**config.mk**
```make
export PLATFORM = sky130hd
export DESIGN_NAME = alir_ctrl
export DESIGN_NICKNAME = d
export VERILOG_FILES = /design/src/rtl/alir_pkg.sv /design/src/rtl/alir_ctrl.sv
export SDC_FILE = /design/constraint.sdc
export NUM_CORES = 1
export LEC_CHECK = 0
export ABC_CLOCK_PERIOD_IN_PS = 1600
export BUFFER_PORTS_ARGS = -buffer_cell sky130_fd_sc_hd__buf_4
export CORE_AREA = 2 2 39 41
export CTS_BUF_LIST = sky130_fd_sc_hd__clkbuf_4 sky130_fd_sc_hd__clkbuf_8
export CTS_CLUSTER_DIAMETER = 200
export CTS_CLUSTER_SIZE = 8
export DETAILED_ROUTE_END_ITERATION = 7
export DIE_AREA = 0 0 41 43
export PLACE_DENSITY = 0.67
export SYNTH_ARGS = -nofsm -noshare
export SYNTH_HDL_FRONTEND = slang
export SYNTH_SLANG_ARGS = --single-unit
```
**constraint.sdc**
```tcl
create_clock -name aclk -period 1.6 [get_ports aclk]
set_input_delay 0.16 -clock aclk [delete_from_list [all_inputs] [get_ports aclk]]
set_output_delay 0.16 -clock aclk [all_outputs]
set_load 0.01 [all_outputs]
```
**src/rtl/alir_pkg.sv**
```systemverilog
// Package for the array list insert/remove core.
// Field widths, opcode and status codes, controller/datapath command and status types.
// No dependencies.
package alir_pkg;

    localparam int DEPTH_DEF = 128;

    localparam int OPCODE_W  = 3;
    localparam int VALUE_W   = 32;
    localparam int POS_W     = 8;
    localparam int STATUS_W  = 2;
    localparam int LEN_W     = 8;
    localparam int S_TDATA_W = 48;
    localparam int M_TDATA_W = 48;

    localparam logic [OPCODE_W-1:0] OP_APPEND     = 3'd0;
    localparam logic [OPCODE_W-1:0] OP_PREPEND    = 3'd1;
    localparam logic [OPCODE_W-1:0] OP_INSERT_AT  = 3'd2;
    localparam logic [OPCODE_W-1:0] OP_REMOVE_AT  = 3'd3;
    localparam logic [OPCODE_W-1:0] OP_REMOVE_VAL = 3'd4;
    localparam logic [OPCODE_W-1:0] OP_READ       = 3'd5;

    localparam logic [STATUS_W-1:0] ST_OK    = 2'd0;
    localparam logic [STATUS_W-1:0] ST_FULL  = 2'd1;
    localparam logic [STATUS_W-1:0] ST_RANGE = 2'd2;

    typedef struct packed {
        logic                capture;
        logic                ins;
        logic                rem;
        logic                scan_step;
        logic                drop;
        logic                commit;
        logic                out_load;
        logic [STATUS_W-1:0] status;
    } alir_cmd_t;

    typedef struct packed {
        logic full;
        logic ins_ok;
        logic idx_ok;
        logic scan_end;
    } alir_stat_t;

endpackage

```
**src/rtl/alir_ctrl.sv**
```systemverilog
// Controller for the array list core: handshakes, opcode decode and sequencing.
// Drives alir_cmd_t towards the datapath, reads alir_stat_t back. Uses alir_pkg.
module alir_ctrl
    import alir_pkg::*;
(
    input  logic                aclk,
    input  logic                aresetn,
    input  logic                s_tvalid,
    output logic                s_tready,
    input  logic [OPCODE_W-1:0] s_opcode,
    output logic                m_tvalid,
    input  logic                m_tready,
    input  alir_stat_t          stat,
    output alir_cmd_t           cmd
);

    localparam logic [1:0] S_IDLE = 2'd0;
    localparam logic [1:0] S_EXEC = 2'd1;
    localparam logic [1:0] S_SCAN = 2'd2;
    localparam logic [1:0] S_DONE = 2'd3;

    logic [1:0]          state_reg, state_next;
    logic [OPCODE_W-1:0] op_reg;
    logic [STATUS_W-1:0] status_reg, status_next;
    logic                m_tvalid_reg;
    logic                slot_free;
    logic                accept;

    assign slot_free = !m_tvalid_reg || m_tready;
    assign s_tready  = (state_reg == S_IDLE) || ((state_reg == S_DONE) && slot_free);
    assign accept    = s_tvalid && s_tready;
    assign m_tvalid  = m_tvalid_reg;

    always_comb begin
        state_next   = state_reg;
        status_next  = status_reg;
        cmd          = '0;
        cmd.capture  = accept;
        cmd.drop     = (op_reg == OP_REMOVE_VAL);
        cmd.status   = status_reg;
        unique case (state_reg)
            S_IDLE: begin
                if (accept) begin
                    state_next = S_EXEC;
                end
            end
            S_EXEC: begin
                state_next = S_DONE;
                unique case (op_reg)
                    OP_APPEND, OP_PREPEND, OP_INSERT_AT: begin
                        if (stat.full) begin
                            status_next = ST_FULL;
                        end else if (!stat.ins_ok) begin
                            status_next = ST_RANGE;
                        end else begin
                            status_next = ST_OK;
                            cmd.ins     = 1'b1;
                        end
                    end
                    OP_REMOVE_AT: begin
                        if (!stat.idx_ok) begin
                            status_next = ST_RANGE;
                        end else begin
                            status_next = ST_OK;
                            cmd.rem     = 1'b1;
                        end
                    end
                    OP_REMOVE_VAL: begin
                        status_next = ST_OK;
                        state_next  = S_SCAN;
                    end
                    OP_READ: begin
                        if (!stat.idx_ok) begin
                            status_next = ST_RANGE;
                        end else begin
                            status_next = ST_OK;
                            state_next  = S_SCAN;
                        end
                    end
                    default: begin
                        status_next = ST_RANGE;
                    end
                endcase
            end
            S_SCAN: begin
                if (stat.scan_end) begin
                    cmd.commit = 1'b1;
                    state_next = S_DONE;
                end else begin
                    cmd.scan_step = 1'b1;
                end
            end
            S_DONE: begin
                if (slot_free) begin
                    cmd.out_load = 1'b1;
                    state_next   = accept ? S_EXEC : S_IDLE;
                end
            end
            default: begin
                state_next = S_IDLE;
            end
        endcase
    end

    always_ff @(posedge aclk) begin
        if (!aresetn) begin
            state_reg    <= S_IDLE;
            m_tvalid_reg <= 1'b0;
        end else begin
            state_reg <= state_next;
            if (cmd.out_load) begin
                m_tvalid_reg <= 1'b1;
            end else if (m_tready) begin
                m_tvalid_reg <= 1'b0;
            end
        end
    end

    always_ff @(posedge aclk) begin
        status_reg <= status_next;
        if (accept) begin
            op_reg <= s_opcode;
        end
    end

endmodule

```
==> run_results.csv, run 1 <==
group,metric,value,unit
run_status,status,"complete, no violations",
grt,grt_max_degree,7,
cells_and_area,drive_above_1_share,47.30,%
cells_and_area,fin_area,725.7,um2
min_path,hp-class,"input port to flip-flop",
floorplan,start_util,36.89,%
yosys,synth_nets,65,
timing,drv_slew,0,
setup_path,critPathTopFamily,"flip-flops",
clocking,cts_tree,"yes",
cells_and_area,n_antenna_cell,0,
clocking,clock_latency,0.25,ns
setup_path,critical_path_arrival,1.37,ns
placement,dp_hpwl,746.9,um
timing,hold_viol,0,
cells_and_area,area_growth_syn_to_layout,42.16,%
floorplan,die_height,43,um
drt,drt_iter0_markers,3,
clocking,cts_buffer_depth,2,
yosys,synth.avg_cell_area,10.42,um2
timing,setup_ws,0.06903,ns
min_path,hold_depth,1,
yosys,ys_seq_area_share,41.18,%
clocking,htreeDepth,1,
placement,pre_cts_ws,0.1665,ns
cells_and_area,final-seq-area,212.7,um2
timing,finalSetupViolCount,0,
setup_path,r2r_cells,6,
drt,wl_per_cell,9.778,um
grt,antenna_found_initial,0,
yosys,ys_ff_latch,8,
setup_path,worst-setup-path-type,"flip-flop to output port",
timing,holdWs,0.08528,ns
drt,route.detailed.drc,0,
yosys,yosysUniqueCellTypes,25,
timing,max_slew_margin,85.74,%
placement,placed_cells,85,
power,vdd_drop_max,0.8475,mV
grt,use_met1,16.05,%
power,finalPower,1.096,mW
grt,grt_util_all_layers,11.59,%
power,p_sw,377.9,uW
setup_path,path_cells,"inv_1 > ha_2 > a21o_2 > and2_4 > buf_4",
grt,grt_pass1_wl,1.407,mm
setup_path,required,1.44,ns
power,p_leak,0.3413,nW
cells_and_area,multi_input_comb_area,279.0,um2
clocking,cts_sinks,8,
power,pwr-share-clk,16.6,%
cells_and_area,stdcell_count,90,
placement,gp_congestion,0.6969,
timing,timing.setup.tns,0,ns
yosys,netlist_instances,49,
cells_and_area,largest_reg_flops,3,
timing,period_minus_slack,1.531,ns
yosys,syn_area,510.5,um2
floorplan,die_w,41,um
drt,num_vias,422,
grt,use_met3,4.712,%
timing,fin_worst_skew,0.0009968,ns
grt,grt_pass1_vias,372,
clocking,hold_buffers,0,
grt,overflow,0,
timing,timing.final.crit_share,95.69,%
floorplan,die_area,1763,um2
drt,avgViaCountPerCell,4.689,
clocking,cts_root_buffer,"clkbuf_4",
setup_path,slowest_delay,0.35,ns
floorplan,row_count,14,
grt,busiest_layer,"met2",
clocking,clkTransAtPathRegs,0.06,ns
power,power_density,1511,nW/um2
power,comb_power_share,51.0,%
setup_path,cp_slowest_cell,"dfxtp_2",
placement,dpl_cell_area,680.7,um2
setup_path,cp_max_fo,4,
cells_and_area,fillers,135,
setup_path,cp.depth,5,
setup_path,worst_setup_path_start_kind,"flip-flop",
drt,first_pass_iters,4,
drt,antenna_left,0,
setup_path,crit_buf_inv,2,
job,max_cap_viol_count,0,
timing,fmax,0.6532,GHz
cells_and_area,nets,91,
grt,use_met2,16.88,%
floorplan,ios,22,
timing,worstMarginPinSlew,0.2120,ns
setup_path,cp-end-kind,"output port",
power,p_seq_share,32.4,%
power,internal_power,718.6,uW
yosys,yosysWarnings,0,
cells_and_area,final_util,52.44,%
floorplan,core_area,1384,um2
drt,routed_wl,880,um
placement,io_buffers,21,
power,switching_share,34.46,%
clocking,numCtsBuffers,3,
routing by layer:
layer / wire length [um] / vias to the layer above
met5: 0 / -
met3: 72 / 0
met4: 0 / 0
met1: 399 / 180
met2: 408 / 18
li1: - / 224
placed cells by master, fill, tap and decap left out:
cell type / Yosys / routed
a31oi_1: 1 / 1
and2_4: 0 / 1
and2_1: 3 / 2
and2_2: 1 / 1
nand3b_1: 1 / 1
o21ai_0: 3 / 3
nor3b_1: 2 / 2
nand4bb_1: 1 / 1
o31ai_1: 1 / 1
nand4_1: 1 / 1
and2b_1: 1 / 1
clkbuf_4: 0 / 4
edfxtp_1: 5 / 5
nor2b_1: 1 / 1
a31o_1: 1 / 1
a21oi_2: 1 / 1
and4b_1: 1 / 1
dfxtp_2: 0 / 2
dfxtp_1: 3 / 1
nand2b_1: 3 / 3
inv_1: 5 / 5
a311oi_1: 1 / 1
nor2_1: 4 / 4
buf_4: 1 / 22
a21bo_2: 1 / 1
ha_2: 0 / 1
nand2b_4: 1 / 1
a21o_2: 1 / 1
ha_1: 5 / 4
power by group through the flow:
stage,combinational (mW),sequential [mW],clock (mW)
after floorplan,0.338,0.359,0
after global placement,0.519,0.352,0
after detailed placement,0.520,0.355,0
after CTS,0.541,0.356,0.186
after global routing,0.635,0.366,0.195
final,0.560,0.355,0.181
worst paths after layout:
| check | startpoint | to | slack [ns] |
|---|---|---|---|
| worst min-delay path | s_opcode[0] | op_reg[0]$_DFFE_PP_ | 0.09 |
| worst max register to register | state_reg[0]$_SDFFE_PN0P_ | state_reg[0]$_SDFFE_PN0P_ | 0.34 |
| worst max-delay path | state_reg[0]$_SDFFE_PN0P_ | cmd[8] | 0.07 |
| worst min register to register | state_reg[0]$_SDFFE_PN0P_ | state_reg[0]$_SDFFE_PN0P_ | 0.58 |
Yosys cell counts:
cell type / count / area (um2)
nor2_1: 4 / 15.01
and4b_1: 1 / 10.01
nand4bb_1: 1 / 11.26
nor3b_1: 2 / 15.01
ha_1: 5 / 62.56
and2_2: 1 / 7.510
a311oi_1: 1 / 8.760
dfxtp_1: 3 / 60.06
nand4_1: 1 / 6.260
nand2b_4: 1 / 13.76
a21oi_2: 1 / 8.760
nor2b_1: 1 / 6.260
and2_1: 3 / 18.77
a31o_1: 1 / 8.760
o31ai_1: 1 / 7.510
a21bo_2: 1 / 10.01
edfxtp_1: 5 / 150.1
and2b_1: 1 / 7.510
nand2b_1: 3 / 18.77
a21o_2: 1 / 8.760
nand3b_1: 1 / 7.510
inv_1: 5 / 18.77
o21ai_0: 3 / 15.01
a31oi_1: 1 / 6.260
buf_4: 1 / 7.510
worst reg2reg max path, delay by kind of cell, from the launching register on:
| kind | cells | cell delay (ns) |
|---|---|---|
| AO/OA/AOI/OAI | 1 | 0.11 |
| AND/OR/NAND/NOR | 2 | 0.25 |
| adder cells (fa/ha/maj) | 1 | 0.20 |
| buffers and inverters | 2 | 0.22 |
| flip-flops | 1 | 0.35 |
layout make-up:
cell class | count | area share, %
repair buffers | 22 | 22.76
inverters | 5 | 2.586
well taps | 16 | 2.759
flip-flops and latches | 8 | 29.31
clock buffers | 4 | 4.138
multi-input cells | 35 | 38.45
what timing repair did:
item | in CTS | in global routing
setup buffers | 0 | 1
endpoints found under the setup margin | 1 | 1
gates resized for setup | 4 | 0
cell families after synthesis:
logic type,Yosys count,share of synthesized area (%)
AND/OR/NAND/NOR,20,26.96
AO/OA/AOI/OAI,10,14.46
buffers and inverters,6,5.148
flip-flops,8,41.18
adder cells (fa/ha/maj),5,12.25
No activity file was read; power rests on OpenSTA's default activity.
==> inputs of run 2 (changes only) <==
REMOVE_ABC_BUFFERS = 1   (was default)
==> run 2 against run 1 <==
Net effect:
- clock-buffer cell count did not move
- final cell count fell by 1.1%
- clock power rose by 8%
- via count rose by 2.4%
- combinational power rose by 3.9%
- power rose by 3.8%
- sequential power rose by 2%
- critical endpoint unchanged
==> run_results.csv, run 2 (synthesis gave the netlist of run 1 again) <==
group,metric,value,unit
run_status,status,"complete, no violations",
setup_path,cp_slowest_cell,"dfxtp_2",
timing,rsz0062_at_grt,"no",
setup_path,r2r-start,"state_reg[0]$_SDFFE_PN0P_",
placement,io_buffers,21,
floorplan,ios,22,
timing,timing.setup.tns,0,ns
drt,drt_iter0_markers,3,
grt,grt_pass1_wl,1.697,mm
min_path,hp-class,"input port to flip-flop",
cells_and_area,largest_reg_flops,3,
setup_path,cp-end-kind,"output port",
setup_path,slowest_delay,0.34,ns
power,switching_share,35.68,%
floorplan,core_area,1384,um2
setup_path,r2r_cells,5,
clocking,cts_root_buffer,"clkbuf_4",
setup_path,worst_setup_path_start_kind,"flip-flop",
timing,worstMarginPinSlew,0.2153,ns
power,pwr-share-clk,17.1,%
power,comb_power_share,51.2,%
clocking,cts_sinks,8,
clocking,cts_setup_buffers,0,
power,vdd_drop_max,0.8852,mV
clocking,cts_buffer_depth,2,
setup_path,r2r-end,"state_reg[0]$_SDFFE_PN0P_",
setup_path,crit_start,"state_reg[0]$_SDFFE_PN0P_",
power,p_leak,0.3369,nW
grt,overflow,0,
cells_and_area,nets,90,
drt,routed_wl,956,um
clocking,htreeDepth,1,
cells_and_area,final_common_cell,"buf_4",
job,max_cap_viol_count,0,
setup_path,required,1.44,ns
cells_and_area,fillers,130,
setup_path,path_cells,"ha_1 > a21o_2 > and2_4 > buf_4",
clocking,cts_resized,4,
power,power_density,1558,nW/um2
cells_and_area,drive_above_1_share,50.68,%
cells_and_area,n_antenna_cell,0,
setup_path,cp.depth,4,
setup_path,endpoint,"cmd[8]",
grt,grt_max_degree,7,
drt,avgViaCountPerCell,4.854,
clocking,clkTransAtPathRegs,0.06,ns
timing,hold_viol,0,
timing,max_slew_margin,85.55,%
power,p_sw,406.1,uW
setup_path,cp_max_fo,5,
cells_and_area,final_cell_mix,"21 x buf_4, 5 x edfxtp_1, 4 x nor2_1, 4 x clkbuf_4",
timing,fin_worst_skew,0.0006854,ns
drt,wl_per_cell,10.74,um
drt,antenna_left,0,
timing,period_minus_slack,1.533,ns
drt,route.detailed.drc,0,
floorplan,die_w,41,um
grt,antenna_found_initial,0,
min_path,holdCritStartpoint,"s_opcode[1]",
setup_path,worst-setup-path-type,"flip-flop to output port",
clocking,clock_latency,0.26,ns
floorplan,row_count,14,
floorplan,die_area,1763,um2
clocking,numCtsBuffers,3,
drt,first_pass_iters,4,
grt,grt_util_all_layers,14.40,%
floorplan,die_height,43,um
setup_path,crit_buf_inv,1,
clocking,hold_buffers,0,
power,p_seq_share,31.7,%
timing,drv_slew,0,
setup_path,critical_path_arrival,1.37,ns
drt,num_vias,432,
power,internal_power,732.2,uW
setup_path,critPathTopFamily,"flip-flops",
placement,gp_congestion,0.8015,
floorplan,start_util,36.89,%
cells_and_area,final_util,52.80,%
clocking,cts_tree,"yes",
placement,dp_hpwl,736.4,um
timing,fmax,0.6522,GHz
timing,timing.final.crit_share,95.83,%
cells_and_area,area_growth_syn_to_layout,43.14,%
timing,finalSetupViolCount,0,
grt,grt_pass1_vias,453,
setup_path,r2r_slack,0.36,ns
run 2: cell types whose count changed in the layout (fill, tap and decap cells not counted):
cell	previous run	this run
buf_4	22	21
ha_1	4	3
inv_2	0	2
ha_4	0	1
inv_1	5	3
run 2: worst min-delay path by stage:
stage | cells after the start | slack [ns] | endpoint
after global routing | 1 | 0.06 | op_reg[0]$_DFFE_PP_
after detailed placement | 1 | 0.34 | op_reg[1]$_DFFE_PP_
after floorplan | 0 | 0.26 | op_reg[0]$_DFFE_PP_
after CTS | 1 | 0.07 | op_reg[1]$_DFFE_PP_
after global placement | 1 | 0.34 | op_reg[1]$_DFFE_PP_
final | 1 | 0.07 | op_reg[1]$_DFFE_PP_
run 2: layout make-up:
type                    instances  area (um2)  area share [%]
repair buffers                 21       157.7           21.58
well taps                      16       20.02           2.740
clock buffers                   4       30.03           4.110
flip-flops and latches          8       212.7           29.11
inverters                       5       18.77           2.568
multi-input cells              35       291.5           39.90
run 2: layer usage:
| metal | global-route usage, % | part of all wire [%] |
|---|---|---|
| met4 | 8.000 | 1.8 |
| met1 | 17.28 | 45 |
| met2 | 21.25 | 45 |
| met3 | 5.236 | 8.3 |
| met5 | 0 | 0 |
run 2: worst reg2reg max path, stage by stage (launching register included):
cell and delay, ns:
dfxtp_2 0.37, inv_2 0.07, ha_1 0.22, nand2b_1 0.15, a31oi_1 0.09, a311oi_1 0.25
run 2: per-stage QoR:
step                      total power [mW]  setup WS, ns  hold WS, ns  cell area, um2  std cells
final                                1.138       0.06673      0.07186           730.7         89
after CTS                            1.098       0.02947      0.07096           718.2         89
after floorplan                     0.6817        0.2333       0.2589           503.0         48
after global routing                 1.230      0.009562      0.06190           730.7         89
after detailed placement            0.8765        0.1714       0.3398           680.7         85
after global placement              0.8741        0.1903       0.3386           680.7         85
run 2: power by group through the flow:
| stage | clock, mW | combinational (mW) | sequential, mW |
|---|---|---|---|
| after floorplan | 0 | 0.323 | 0.359 |
| after global placement | 0 | 0.521 | 0.353 |
| after detailed placement | 0 | 0.522 | 0.355 |
| after CTS | 0.194 | 0.548 | 0.356 |
| after global routing | 0.209 | 0.647 | 0.374 |
| final | 0.195 | 0.582 | 0.361 |
